### config.mk
export PLATFORM = sky130hd
export DESIGN_NAME = stepper_speed_ramp_pulser
export DESIGN_NICKNAME = d
export VERILOG_FILES = /design/src/sv/ssrp_pkg.sv /design/src/sv/stepper_speed_ramp_pulser.sv
export SDC_FILE = /design/constraint.sdc
export NUM_CORES = 1
export LEC_CHECK = 0
export ABC_AREA = 1
export BUFFER_PORTS_ARGS = -buffer_cell sky130_fd_sc_hd__buf_2
export CORE_MARGIN = 2
export CORE_UTILIZATION = 50
export DETAILED_ROUTE_END_ITERATION = 16
export PLACE_DENSITY = 0.69
export SLEW_MARGIN = 20
export SYNTH_ARGS = -nofsm -noshare
export SYNTH_HDL_FRONTEND = slang
export SYNTH_SLANG_ARGS = --single-unit
### constraint.sdc
create_clock -name i_clk -period 6.88 [get_ports i_clk]
set_input_delay 2.064 -clock i_clk [delete_from_list [all_inputs] [get_ports i_clk]]
set_output_delay 2.064 -clock i_clk [all_outputs]
set_load 0.02 [all_outputs]
### src/sv/ssrp_pkg.sv
package ssrp_pkg;

    // Field widths fixed by the interface
    localparam int ACCEL_W   = 24;
    localparam int ELAPSED_W = 16;
    localparam int TARGET_W  = 17;
    localparam int COUNT_W   = 32;
    localparam int SINCE_W   = 32;
    localparam int DELTA_W   = ACCEL_W + ELAPSED_W;

    // Interval test only multiplies when since_last_step < 1e6 < 2^20
    localparam int RATE_BITS = 20;
    localparam int CNT_W     = 5;

    localparam int                    SPEED_INT_MAX = 65535;
    localparam logic [RATE_BITS-1:0]  US_PER_SEC    = 20'd1000000;

    // Request kinds
    typedef enum logic [1:0] {
        CMD_TICK        = 2'd0,
        CMD_SET_TARGET  = 2'd1,
        CMD_CLEAR_COUNT = 2'd2
    } t_cmd;

    // Configuration register indexes
    localparam logic CFG_ACCEL_RATE = 1'b0;
    localparam logic CFG_INVERT     = 1'b1;

    typedef enum logic [2:0] {
        S_IDLE,
        S_ACCEL,
        S_RAMP,
        S_CHECK,
        S_RATE,
        S_FIRE,
        S_DONE
    } t_state;

endpackage

### src/sv/stepper_speed_ramp_pulser.sv
// Stepper speed ramp and step pulse scheduler.
// Input channel (i_valid / o_ready) carries one request: a time tick with
// i_elapsed_us, a new signed target speed, or a clear of the step count.
// Output channel (o_valid / i_ready) returns exactly one result per request:
// step pulse flag, direction, enable, moving, step count and current speed.
// Configuration (i_cfg_we, i_cfg_idx, i_cfg_data) writes accel_rate
// (index 0) and invert_direction (index 1); write only while idle.
// Sequence: a tick while moving runs the bit-serial accel_rate x elapsed
// multiplier, then ramp, check, the bit-serial since_last_step x |speed|
// interval multiplier, update and output load. The interval multiply is
// skipped when the last step is at least 1e6 us old or the speed is below
// one step per second. Other requests go straight to output load. One
// request is in flight at a time and the next is taken the cycle after the
// result loads.
// A finished result sits in the output register; the next request is taken
// while it waits. If the receiver stalls, the following result holds in
// the block until the output register frees up.
// Reset (synchronous, active low) clears speed, target, moving flag and
// step count, saturates the time since the last step, and empties the
// output register.
module stepper_speed_ramp_pulser #(
    parameter int SPEED_FRAC_BITS = 16
) (
    input  logic                                    i_clk,
    input  logic                                    i_rst_n,
    input  logic                                    i_cfg_we,
    input  logic                                    i_cfg_idx,
    input  logic [ssrp_pkg::ACCEL_W-1:0]            i_cfg_data,
    input  logic                                    i_valid,
    output logic                                    o_ready,
    input  logic [1:0]                              i_cmd,
    input  logic [ssrp_pkg::ELAPSED_W-1:0]          i_elapsed_us,
    input  logic signed [ssrp_pkg::TARGET_W-1:0]    i_target_speed,
    output logic                                    o_valid,
    input  logic                                    i_ready,
    output logic                                    o_step_pulse,
    output logic                                    o_direction,
    output logic                                    o_enable,
    output logic                                    o_moving,
    output logic signed [ssrp_pkg::COUNT_W-1:0]     o_step_count,
    output logic signed [ssrp_pkg::TARGET_W-1:0]    o_current_speed
);
    import ssrp_pkg::*;

    localparam int F  = SPEED_FRAC_BITS;
    localparam int SW = 17 + F;
    localparam int MW = SW - 1;
    localparam int WW = ((DELTA_W > MW) ? DELTA_W : MW) + 2;
    localparam int PW = RATE_BITS + MW;
    localparam logic [WW-1:0] LIM_W   = WW'(SPEED_INT_MAX) << F;
    localparam logic [PW-1:0] THRESH  = PW'(US_PER_SEC) << F;
    localparam logic [CNT_W-1:0] ACCEL_LAST = CNT_W'(ELAPSED_W - 1);
    localparam logic [CNT_W-1:0] RATE_LAST  = CNT_W'(RATE_BITS - 1);

    t_state r_state, n_state;

    // Configuration
    logic [ACCEL_W-1:0]     r_accel;
    logic                   r_invert;

    // Motor state
    logic signed [SW-1:0]   r_speed;
    logic signed [SW-1:0]   r_goal;
    logic                   r_run;
    logic [SINCE_W-1:0]     r_since;
    logic [COUNT_W-1:0]     r_count;

    // Serial datapath
    logic [CNT_W-1:0]       r_cnt;
    logic [RATE_BITS-1:0]   r_mplier;
    logic [DELTA_W-1:0]     r_dcand;
    logic [DELTA_W-1:0]     r_delta;
    logic [PW-1:0]          r_pcand;
    logic [PW-1:0]          r_prod;
    logic [MW-1:0]          r_mag;
    logic                   r_fire;
    logic                   r_pulse;

    // Output register
    logic                   r_o_valid;
    logic                   r_o_pulse;
    logic                   r_o_dir;
    logic                   r_o_run;
    logic [COUNT_W-1:0]     r_o_count;
    logic [TARGET_W-1:0]    r_o_speed;

    // Control strobes
    logic                   w_accept;
    logic                   w_load_out;

    // Combinational datapath
    logic signed [17:0]     w_tgt;
    logic signed [17:0]     w_tgt_neg;
    logic signed [17:0]     w_tgt_clamp;
    logic [SINCE_W:0]       w_since_sum;
    logic signed [SW-1:0]   w_speed_abs;
    logic [MW-1:0]          w_mag;
    logic [15:0]            w_int;
    logic                   w_mag_ge_one;
    logic                   w_since_big;
    logic signed [WW-1:0]   w_spd_x;
    logic signed [WW-1:0]   w_goal_x;
    logic signed [WW-1:0]   w_delta_x;
    logic signed [WW-1:0]   w_gap;
    logic signed [WW-1:0]   w_gap_abs;
    logic signed [WW-1:0]   w_up;
    logic signed [WW-1:0]   w_dn;
    logic signed [WW-1:0]   w_new;
    logic                   w_fire;
    logic                   w_fwd;

    // Negate (when invert_direction is set) and clamp the commanded target
    always_comb begin
        w_tgt     = {i_target_speed[TARGET_W-1], i_target_speed};
        w_tgt_neg = r_invert ? -w_tgt : w_tgt;
        if (w_tgt_neg > 18'sd65535) begin
            w_tgt_clamp = 18'sd65535;
        end else if (w_tgt_neg < -18'sd65535) begin
            w_tgt_clamp = -18'sd65535;
        end else begin
            w_tgt_clamp = w_tgt_neg;
        end
    end

    assign w_since_sum  = {1'b0, r_since} + (SINCE_W + 1)'(i_elapsed_us);

    // Speed magnitude and integer part
    assign w_speed_abs  = r_speed[SW-1] ? -r_speed : r_speed;
    assign w_mag        = w_speed_abs[MW-1:0];
    assign w_int        = w_mag[MW-1:F];
    assign w_mag_ge_one = |w_mag[MW-1:F];
    assign w_since_big  = (r_since >= SINCE_W'(US_PER_SEC));

    // Move the speed toward the goal by delta, snap or clamp
    always_comb begin
        w_spd_x   = {{(WW-SW){r_speed[SW-1]}}, r_speed};
        w_goal_x  = {{(WW-SW){r_goal[SW-1]}}, r_goal};
        w_delta_x = {{(WW-DELTA_W){1'b0}}, r_delta};
        w_gap     = w_spd_x - w_goal_x;
        w_gap_abs = w_gap[WW-1] ? -w_gap : w_gap;
        w_up      = w_spd_x + w_delta_x;
        w_dn      = w_spd_x - w_delta_x;
        if (w_gap_abs < w_delta_x) begin
            w_new = w_goal_x;
        end else if (w_spd_x < w_goal_x) begin
            w_new = (w_up > $signed(LIM_W)) ? $signed(LIM_W) : w_up;
        end else if (w_spd_x > w_goal_x) begin
            w_new = (w_dn < -$signed(LIM_W)) ? -$signed(LIM_W) : w_dn;
        end else begin
            w_new = w_spd_x;
        end
    end

    // Step decision from the interval test
    assign w_fire = r_fire || (|r_mag[MW-1:F] && (r_prod >= THRESH));
    assign w_fwd  = (!r_speed[SW-1]) != r_invert;

    // Next state
    always_comb begin
        n_state = r_state;
        case (r_state)
            S_IDLE: begin
                if (i_valid) begin
                    if ((i_cmd == CMD_TICK) && r_run) begin
                        n_state = S_ACCEL;
                    end else begin
                        n_state = S_DONE;
                    end
                end
            end
            S_ACCEL: begin
                if (r_cnt == ACCEL_LAST) begin
                    n_state = S_RAMP;
                end
            end
            S_RAMP:  n_state = S_CHECK;
            S_CHECK: begin
                if (w_since_big || !w_mag_ge_one) begin
                    n_state = S_FIRE;
                end else begin
                    n_state = S_RATE;
                end
            end
            S_RATE: begin
                if (r_cnt == RATE_LAST) begin
                    n_state = S_FIRE;
                end
            end
            S_FIRE:  n_state = S_DONE;
            S_DONE: begin
                if (!r_o_valid || i_ready) begin
                    n_state = S_IDLE;
                end
            end
            default: n_state = S_IDLE;
        endcase
    end

    // Handshake strobes
    always_comb begin
        o_ready    = (r_state == S_IDLE);
        w_accept   = (r_state == S_IDLE) && i_valid;
        w_load_out = (r_state == S_DONE) && (!r_o_valid || i_ready);
    end

    always_ff @(posedge i_clk) begin
        if (!i_rst_n) begin
            r_state <= S_IDLE;
        end else begin
            r_state <= n_state;
        end
    end

    // Configuration writes
    always_ff @(posedge i_clk) begin
        if (!i_rst_n) begin
            r_accel  <= '0;
            r_invert <= 1'b0;
        end else if (i_cfg_we) begin
            case (i_cfg_idx)
                CFG_ACCEL_RATE: r_accel  <= i_cfg_data;
                CFG_INVERT:     r_invert <= i_cfg_data[0];
                default:        r_invert <= r_invert;
            endcase
        end
    end

    // Motor state and serial multipliers
    always_ff @(posedge i_clk) begin
        if (!i_rst_n) begin
            r_speed <= '0;
            r_goal  <= '0;
            r_run   <= 1'b0;
            r_since <= '1;
            r_count <= '0;
            r_pulse <= 1'b0;
        end else begin
            case (r_state)
                S_IDLE: begin
                    if (w_accept) begin
                        r_pulse  <= 1'b0;
                        r_cnt    <= '0;
                        r_delta  <= '0;
                        r_dcand  <= DELTA_W'(r_accel);
                        r_mplier <= RATE_BITS'(i_elapsed_us);
                        case (i_cmd)
                            CMD_TICK: begin
                                r_since <= w_since_sum[SINCE_W] ? '1
                                                                : w_since_sum[SINCE_W-1:0];
                            end
                            CMD_SET_TARGET: begin
                                r_goal <= {w_tgt_clamp[16:0], {F{1'b0}}};
                                r_run  <= (w_tgt_clamp != 18'sd0);
                            end
                            CMD_CLEAR_COUNT: begin
                                r_count <= '0;
                            end
                            default: begin
                                r_count <= r_count;
                            end
                        endcase
                    end
                end
                S_ACCEL: begin
                    // accumulate accel_rate x elapsed, one multiplier bit a cycle
                    if (r_mplier[0]) begin
                        r_delta <= r_delta + r_dcand;
                    end
                    r_dcand  <= r_dcand << 1;
                    r_mplier <= r_mplier >> 1;
                    r_cnt    <= r_cnt + 1'b1;
                end
                S_RAMP: begin
                    r_speed <= w_new[SW-1:0];
                end
                S_CHECK: begin
                    r_mag    <= w_mag;
                    r_fire   <= w_since_big;
                    r_prod   <= '0;
                    r_pcand  <= PW'(w_mag);
                    r_mplier <= r_since[RATE_BITS-1:0];
                    r_cnt    <= '0;
                end
                S_RATE: begin
                    // accumulate since_last_step x |speed|, one bit a cycle
                    if (r_mplier[0]) begin
                        r_prod <= r_prod + r_pcand;
                    end
                    r_pcand  <= r_pcand << 1;
                    r_mplier <= r_mplier >> 1;
                    r_cnt    <= r_cnt + 1'b1;
                end
                S_FIRE: begin
                    if (w_fire) begin
                        r_pulse <= 1'b1;
                        r_since <= '0;
                        r_count <= w_fwd ? r_count + 1'b1 : r_count - 1'b1;
                    end
                    if ((r_goal == '0) && !(|r_mag[MW-1:F])) begin
                        r_run <= 1'b0;
                    end
                end
                default: begin
                    r_pulse <= r_pulse;
                end
            endcase
        end
    end

    // Output register
    always_ff @(posedge i_clk) begin
        if (!i_rst_n) begin
            r_o_valid <= 1'b0;
        end else if (w_load_out) begin
            r_o_valid <= 1'b1;
        end else if (i_ready) begin
            r_o_valid <= 1'b0;
        end
    end

    always_ff @(posedge i_clk) begin
        if (w_load_out) begin
            r_o_pulse <= r_pulse;
            r_o_dir   <= !r_speed[SW-1];
            r_o_run   <= r_run;
            r_o_count <= r_count;
            r_o_speed <= r_speed[SW-1] ? -{1'b0, w_int} : {1'b0, w_int};
        end
    end

    assign o_valid         = r_o_valid;
    assign o_step_pulse    = r_o_pulse;
    assign o_direction     = r_o_dir;
    assign o_enable        = r_o_run;
    assign o_moving        = r_o_run;
    assign o_step_count    = r_o_count;
    assign o_current_speed = r_o_speed;

    // The ramp only runs while the motor is moving
    a_accel_needs_run: assert property (@(posedge i_clk) disable iff (!i_rst_n)
        (r_state == S_ACCEL) |-> r_run)
        else $error("ramp multiplier active while not moving");

    // A step restarts the interval timer
    a_fire_clears_since: assert property (@(posedge i_clk) disable iff (!i_rst_n)
        ((r_state == S_FIRE) && w_fire) |=> (r_since == '0))
        else $error("step fired without clearing the interval timer");

    // Speed stays within the saturation limit
    a_speed_limit: assert property (@(posedge i_clk) disable iff (!i_rst_n)
        (WW'(w_mag) <= LIM_W))
        else $error("speed magnitude beyond limit");

    // A result is loaded only when the output register is free or draining
    a_no_overwrite: assert property (@(posedge i_clk) disable iff (!i_rst_n)
        (r_o_valid && !i_ready) |-> !w_load_out)
        else $error("pending result overwritten");

    // An accepted request leaves the idle state
    a_accept_leaves_idle: assert property (@(posedge i_clk) disable iff (!i_rst_n)
        w_accept |=> (r_state != S_IDLE))
        else $error("request accepted but not processed");

endmodule
# Word-level counts from Yosys, hierarchy flattened
# Index checks and enable logic that the tools add are counted.
[op_classes]
shifts = 0
order_cmp = 9
n_mux = 49
n_bitwise = 1
n_eq_ne = 23
mul = 0
reduce_logical = 40
n_addsub = 13
n_div = 0
[ops]
columns = ["operator", "count"]
rows = [
  ["32-bit two-way mux", 9],
  ["52-bit one-hot mux with 2 select lines", 2],
  ["33-bit two-way mux", 5],
  ["40-bit one-hot mux with 2 select lines", 2],
  ["32-bit one-hot mux with 2 select lines", 2],
  ["40-bit two-way mux", 3],
  ["20-bit one-hot mux with 3 select lines", 1],
  ["18-bit two-way mux", 3],
  ["52-bit adder", 1],
  ["52-bit by 36-bit greater-or-equal comparator with 1-bit output (second input constant)", 1],
  ["52-bit two-way mux", 1],
  ["33-bit by 41-bit adder with 42-bit output", 1],
  ["42-bit by 33-bit > comparator with 1-bit output (second input constant)", 1],
  ["42-bit by 33-bit less-than comparator with 1-bit output (second input constant)", 1],
  ["42-bit by 41-bit less-than comparator with 1-bit output", 1],
  ["42-bit two-way mux", 1],
  ["34-bit negator with 42-bit output", 1],
  ["33-bit by 41-bit subtractor with 42-bit output", 1],
  ["40-bit adder", 1],
  ["33-bit by 33-bit subtractor with 34-bit output", 1],
  ["32-bit by 16-bit adder with 33-bit output", 1],
  ["33-bit > comparator", 1],
  ["33-bit zero test", 1],
  ["33-bit less-than comparator", 1],
  ["41 further kinds", 92],
]
[totals]
out_inout_bits = 55
reg_bits = 439
mem_count = 0
latch_bits = 0
wordCells = 159
input_bits = 65
mem_bits_ro = 0
mem_bits_rw = 0

# Longest topological paths before layout
# Gate-level depths: netlist (run 1).
[depth]
ltp_word = 9
ltp_mapped = 35
depth_no_buf = 34

# Least setup slack after synthesis (run 1)
# OpenSTA, ideal clock, no wires.
[synth_path]
path_type = "in2reg"
startpoint = "input port i_rst_n"
endpoint = "register r_prod[0], enable pin"
arrival_ns = 6.237
stages = 5
slack_ns = 0.229
n_path_buf = 2
setup_ns = 0.413
path_cell_list = "clkbuf_1 > inv_2 > clkbuf_1 > nor2_1 > o21a_1"
[synth_via]
elab_chain_len = 1
[synth_rtl]
columns = ["item", "line", "source"]
rows = [
  ["from (decl)", "stepper_speed_ramp_pulser.sv:25", "input logic i_rst_n,"],
  ["3-bit AND reduction (no source line)", "n/a", ""],
  ["to (signal assigned)", "stepper_speed_ramp_pulser.sv:287", "r_prod <= r_prod + r_pcand;"],
  ["to (decl)", "stepper_speed_ramp_pulser.sv:74", "logic [PW-1:0] r_prod;"],
]
# No other way between the ends.
# A chain may end at the register's enable or synchronous reset.

# Worst setup path in the final report (run 1)
[layout_path]
startpoint = "register r_speed[16]"
endpoint = "register r_speed[19]"
[layout_via]
elab_chain_len = 6
word_cells_on_any_way = 17
cone_classes = "add/sub: 4; order compare: 5; mux: 6; reduce/logical: 2"
[layout_rtl]
columns = ["item", "line", "source"]
rows = [
  ["from (decl)", "stepper_speed_ramp_pulser.sv:62", "logic signed [SW-1:0] r_speed;"],
  ["from (signal assigned)", "stepper_speed_ramp_pulser.sv:274", "r_speed <= w_new[SW-1:0];"],
  ["33-bit by 33-bit subtractor with 34-bit output or 33-bit by 41-bit subtractor with 42-bit output (tied branches)", "stepper_speed_ramp_pulser.sv:139, stepper_speed_ramp_pulser.sv:142", ""],
  ["34-bit negator with 42-bit output or 42-bit by 33-bit less-than comparator with 1-bit output (tied branches)", "stepper_speed_ramp_pulser.sv:140, stepper_speed_ramp_pulser.sv:148", ""],
  ["42-bit two-way mux or 33-bit two-way mux (tied branches)", "stepper_speed_ramp_pulser.sv:140, stepper_speed_ramp_pulser.sv:148", ""],
  ["42-bit by 41-bit less-than comparator with 1-bit output or 33-bit two-way mux (tied branches)", "stepper_speed_ramp_pulser.sv:143, stepper_speed_ramp_pulser.sv:147", ""],
  ["3-bit nonzero test (no source line) or 33-bit two-way mux (tied branches)", "n/a", ""],
  ["2-bit AND reduction (no source line) or 33-bit two-way mux (tied branches)", "n/a", ""],
]
# Parallel ways exist; a longest one is shown, timed or not. The select of a mux whose other input is x is not followed.

==> results.toml, run 1 <==
[clocking]
clk_pin_slew_ns = 0.06
clk_latency_ns = 0.60
cts_made_buffers = 48
cts_setup_buffers = 0
h-tree-depth = 2
cts_resized = 0
ctsHoldBuffers = 0
cts_tree = "done"
clockBufferDepth = 3
cts-root-buf = "clkbuf_16"
cts.sinks = 423

[critical_path]
cp-end-kind = "flop"
slowest_delay_ns = 0.63
r2r-end = "r_speed[19]"
critical_path_depth = 33
cp_num_buf_inv = 7
r2r-start = "r_speed[16]"
r2r_cells = 33
cp_top_family = "simple AND/OR/NAND/NOR gates"
crit_path_frequent_cell = "nand2_1"
endpoint = "r_speed[19]"
critPathArrivalTime_ns = 6.34
worst_path_max_delay_cell = "a221oi_1"
critPathLaunch = "r_speed[16]"
cp.required_ns = 7.38
crit_fanout = 48
crit_type = "flop to flop"
r2r_slack_ns = 1.04
start_kind = "flop"

[sta]
tns_ns = 0
setup_ws_ns = 1.04
tightest_slew_ns = 0.887
fin_crit_sh_pct = 84.9
fin_skew_ns = 0.0281
rsz0062_at_grt = "false"
setup_viol = 0
hold_viol = 0
slew_violations = 0
fmax_mhz = 171
layout_min_cycle_time_ns = 5.84
slew_headroom_pct = 40.3

[floorplanning]
fp.dieW_um = 269
fp-row-count = 96
pin_count = 120
fp.coreArea_sq_mm = 0.0689
design.die.area_sq_mm = 0.0721
start_util_pct = 50.7
die_h_um = 269

[run_status]
status = "finished clean"

[synthesis]
synth-seq-cells = 423
synth_mux_area_share_pct = 0
synth_top_family_by_area = "simple AND/OR/NAND/NOR gates"
synth.avg_cell_area_sq_um = 6.99
syn_inst = 5008
ys_async_sr_fraction_pct = 0
yosys-top-cells-area = "edfxtp_1 24%, nand2_1 13%, ha_1 10%"
synth-edff-count = 278
synthDistinctLibCells = 67
ys.flop_type = "edfxtp_1"
synth_top_cell_area_share_pct = 23.9
synth_xor_area_share_pct = 3.69
syn_area_sq_mm = 0.0350
synth-simple-area-share_pct = 26.8
yosys.area.top_type = "edfxtp_1"
yosysWarnings = 0
synth_fa_ha_area_share_pct = 10.4
synth_compound_area_share_pct = 17.7
seq_area_frac_synth_pct = 32.2

[layout]
drive_gt1_share_pct = 7.57
area_growth_pct = 8.70
final_nets = 5427
final_cells = 6047
fin_util_pct = 55.2

[route]
viasPerCell = 5.58
vias = 33719
drt_iter0_drc = 3356
post_drt_wl_per_cell_um = 18.1
drc = 0
detail-route-antenna-nets = 0
routed_wl_mm = 109
dr.pass1.iters = 6

[placement]
numPortBuffers = 119
gp_congestion = 1.06
dp_slack_ns = 1.23
placed_cells = 5957
dpl.hpwl_mm = 85.9

[global_route]
grtUsageTotal_pct = 29.6
first_global_vias = 30760
met2_usage_pct = 47.0
grt_antenna_before_repair = 3
use_met1_pct = 42.5
grt_start_max_net_pins = 88
grt_use_met3_pct = 3.45
grt_pass1_wl_mm = 169
busiest_layer = "met2"
grt-ovfl-total = 0

[hold_path]
hold_class = "flop to flop"

[power]
total_power_uw = 18500
power.static_leakage_uw = 0.0179
ir_drop_mv = 0.444
cellPowerDensity_mw_per_mm2 = 486

[run]
maxCapViolations = 0
## cells in the mapped netlist (all sizes together), types with 3 or more instances
cell type,count
xor2,124
nor2,585
o221ai,20
inv,665
o211ai,34
nand2,1234
o2111ai,4
dfxtp,145
a21boi,4
a221oi,3
nand3b,17
a31o,5
nor3b,3
nor4,30
clkinv,6
nor3,70
a21oi,497
a31oi,31
nand3,230
clkbuf,73
xnor2,21
o21bai,26
a22oi,8
o21ai,370
o31ai,15
o21a,33
or2,16
buf,67
nand4,59
fa,7
ha,279
a21o,31
a211oi,3
edfxtp,278
## area by class of cell
cell class / count / area [sq um]
multi-input cells: 3779 / 20600
repair buffers: 153 / 851
inverters: 671 / 2520
diodes: 1 / 2.50
flip-flops and latches: 423 / 11300
clock inverters: 27 / 300
fillers: 6924 / 30900
well taps: 931 / 1160
clock buffers: 62 / 1360
## kinds of logic after synthesis
logic type	after synthesis
buffers and inverters	811
and+or+nand+nor	2248
other	1
AOI/OAI and AO/OA	1094
xor gates and xnor gates	145
DFF	423
adders and majority gates	286
## worst min path at each step
stage / cells past startpoint / endpoint / from / slack [ns]
5_1_grt: 0 / o_step_count[18] / r_count[18] / 0.48
4_1_cts: 0 / o_step_count[19] / r_count[19] / 0.47
6_report: 0 / o_step_count[18] / r_count[18] / 0.47
2_1_floorplan: 0 / o_step_pulse / r_pulse / 0.41
3_3_place_gp: 0 / o_step_count[5] / r_count[5] / 0.45
3_5_place_dp: 0 / o_step_count[18] / r_count[18] / 0.46
## per-stage QoR
stage,instance area [sq um],hold WS (ns)
after detailed placement,36400,0.459
after global routing,38000,0.479
after floorplan,35000,0.409
after global placement,36400,0.455
final,38000,0.474
after CTS,38000,0.473
## flip-flops by register name (all words and copies together) (netlist names), 3 cells and up
register	count
r_pcand	52
r_prod	52
r_dcand	40
r_delta	40
r_speed	33
o_step_count	32
r_count	32
r_since	32
r_accel	24
r_mplier	20
o_current_speed	17
r_goal	17
r_mag	16
r_cnt	5
r_state	3
## report_power, final
part           internal [uW]  leakage, uW  switching [uW]
registers               3520      0.00380             544
logic                   3670       0.0133            8060
clock network           1590     0.000796            1090
## layout by cell type (no fill, tap or decap), drive strengths merged, types with 124 or more instances in the layout
master | Yosys | final
xor2 | 124 | 124
nand2 | 1234 | 1234
a21oi | 497 | 497
buf | 67 | 153
inv | 665 | 666
ha | 279 | 279
dfxtp | 145 | 145
nand3 | 230 | 230
edfxtp | 278 | 278
nor2 | 585 | 585
o21ai | 370 | 370
## per-layer routing
metal  wire [um]  share of wire, %
met2       48400                44
met3        7640               7.0
met4        3110               2.8
met5          18             0.016
met1       50100                46
## worst reg2reg max path, delay by kind of cell, from the launching register on
| kind | cells | cell delay [ns] |
|---|---|---|
| simple gates | 17 | 1.92 |
| xor+xnor | 1 | 0.29 |
| buf+inv | 7 | 1.03 |
| flops | 1 | 0.39 |
| compound gates | 5 | 1.25 |
| fa+ha+maj | 3 | 0.90 |
(Power assumes the default switching activity.)
==> inputs of run 2 (changes only) <==
--- a/config.mk
+++ b/config.mk
@@ -10,7 +10,7 @@
 export CORE_MARGIN = 2
 export CORE_UTILIZATION = 50
 export DETAILED_ROUTE_END_ITERATION = 16
-export PLACE_DENSITY = 0.69
+export PLACE_DENSITY = 0.66
 export SLEW_MARGIN = 20
 export SYNTH_ARGS = -nofsm -noshare
 export SYNTH_HDL_FRONTEND = slang
==> constraint.sdc (replaced) <==
create_clock -name i_clk -period 5.7 [get_ports i_clk]
set_input_delay 1.71 -clock i_clk [delete_from_list [all_inputs] [get_ports i_clk]]
set_output_delay 1.71 -clock i_clk [all_outputs]
set_load 0.02 [all_outputs]
==> results.toml, run 2 (synthesized netlist as in run 1, its figures left out) <==
[global_route]
first_global_vias = 31257
busiest_layer = "met2"
grtUsageTotal_pct = 30.8
grt_start_max_net_pins = 88
grt_antenna_before_repair = 1
grt_pass1_wl_mm = 175
use_met1_pct = 44.8
grt-ovfl-total = 0
met2_usage_pct = 49.2
grt_use_met3_pct = 3.42

[layout]
layout_commonest_cell = "nand2_1"
drive_gt1_share_pct = 7.68
num_antenna_cells = 0
area_growth_pct = 8.93
reg_top3 = "r_pcand (52), r_prod (52)"
final_nets = 5440
fin_area_sq_mm = 0.0381
mostFrequentLayoutCells = "1,223 x nand2_1, 640 x inv_1, 543 x nor2_1"

[clocking]
ctsHoldBuffers = 0
clk_latency_ns = 0.59
cts_made_buffers = 49
h-tree-depth = 2
cts_setup_buffers = 0
cts-root-buf = "clkbuf_16"
clockBufferDepth = 3
cts.sinks = 423
cts_resized = 0
cts_tree = "done"
clk_pin_slew_ns = 0.06

[route]
dr.pass1.iters = 6
drt_iter0_drc = 2990
vias = 33733
viasPerCell = 5.57
routed_wl_mm = 114
post_drt_wl_per_cell_um = 18.8
drc = 0
detail-route-antenna-nets = 0

[placement]
dpl.hpwl_mm = 89.5
placed_area_sq_mm = 0.0365
gp_congestion = 1.04
numPortBuffers = 119

[floorplanning]
fp.dieW_um = 269
fp-row-count = 96
fp.coreArea_sq_mm = 0.0689
start_util_pct = 50.7
die_h_um = 269
pin_count = 120
design.die.area_sq_mm = 0.0721

[critical_path]
crit_type = "flop to flop"
start_kind = "flop"
critPathArrivalTime_ns = 5.61
crit_fanout = 16
cp.required_ns = 6.10
cp-end-kind = "flop"

[sta]
tns_ns = 0
fin_crit_sh_pct = 91.4
fmax_mhz = 192
hold_viol = 0
fin_skew_ns = 0.0309
slew_headroom_pct = 27.2
rsz0062_at_grt = "false"
setup_viol = 0
tightest_slew_ns = 1.09
layout_min_cycle_time_ns = 5.21
slew_violations = 0

[run_status]
status = "finished clean"

[hold_path]
hold_class = "flop to flop"

[run]
maxCapViolations = 0

[power]
ir_drop_mv = 0.495
cellPowerDensity_mw_per_mm2 = 593
power.static_leakage_uw = 0.0180
run 2: layer usage:
metal / vias up / part of all wire, %
met5: - / 0
met4: 0 / 2.0
met3: 142 / 6.7
met2: 1049 / 44
met1: 15672 / 47
li1: 16870 / -
run 2: where the power goes:
group	internal [uW]	total, uW	switching, uW
logic	4470	14500	10000
clock network	1900	3210	1310
registers	4250	4880	627
total	10600	22600	12000
run 2: final timing paths:
kind / startpoint / end / slack, ns / cells after the start
hold reg to reg: r_count[7] / o_step_count[7] / 0.47 / 0
setup / recovery: r_goal[16] / r_speed[7] / 0.49 / 27
setup reg to reg: r_goal[16] / r_speed[7] / 0.49 / 27
hold / removal: r_count[7] / o_step_count[7] / 0.47 / 0
run 2: cell type report:
class / count / area [sq um]
inverters: 671 / 2520
repair buffers: 165 / 953
clock buffers: 71 / 1410
well taps: 931 / 1160
flip-flops and latches: 423 / 11300
clock inverters: 20 / 219
multi-input cells: 3779 / 20600
fillers: 6927 / 30800
run 2: worst max-delay path, cell delays in order (launching register included):
cell and delay [ns]:
dfxtp_1 0.39, ha_1 0.21, inv_1 0.09, fa_1 0.40, nand3_1 0.09, nand3_1 0.10, a21oi_1 0.24, xor2_1 0.34
inv_1 0.09, nor2_1 0.12, nand3_1 0.11, nor2_1 0.14, nand2_1 0.10, nor3_1 0.20, nor2_1 0.08, xnor2_1 0.16
inv_1 0.06, ha_1 0.28, a21oi_1 0.14, o21ai_0 0.10, nand2_1 0.07, o211ai_1 0.08, a221oi_1 0.48, nand3_1 0.25
nand3_1 0.16, inv_1 0.28, nand2_1 0.17, a21oi_1 0.07
run 2: metrics by stage:
step | total power [uW] | hold slack, ns | utilization (%) | instances | setup WS, ns
global route | 24400 | 0.478 | 55.3 | 6060 | 0.0798
detailed placement | 19100 | 0.449 | 52.9 | 5969 | 0.527
CTS | 22400 | 0.464 | 55.3 | 6060 | 0.607
global placement | 19000 | 0.448 | 52.9 | 5969 | 0.563
floorplan | 15100 | 0.409 | - | 5013 | 0.283
finish | 22600 | 0.465 | 55.3 | 6060 | 0.492
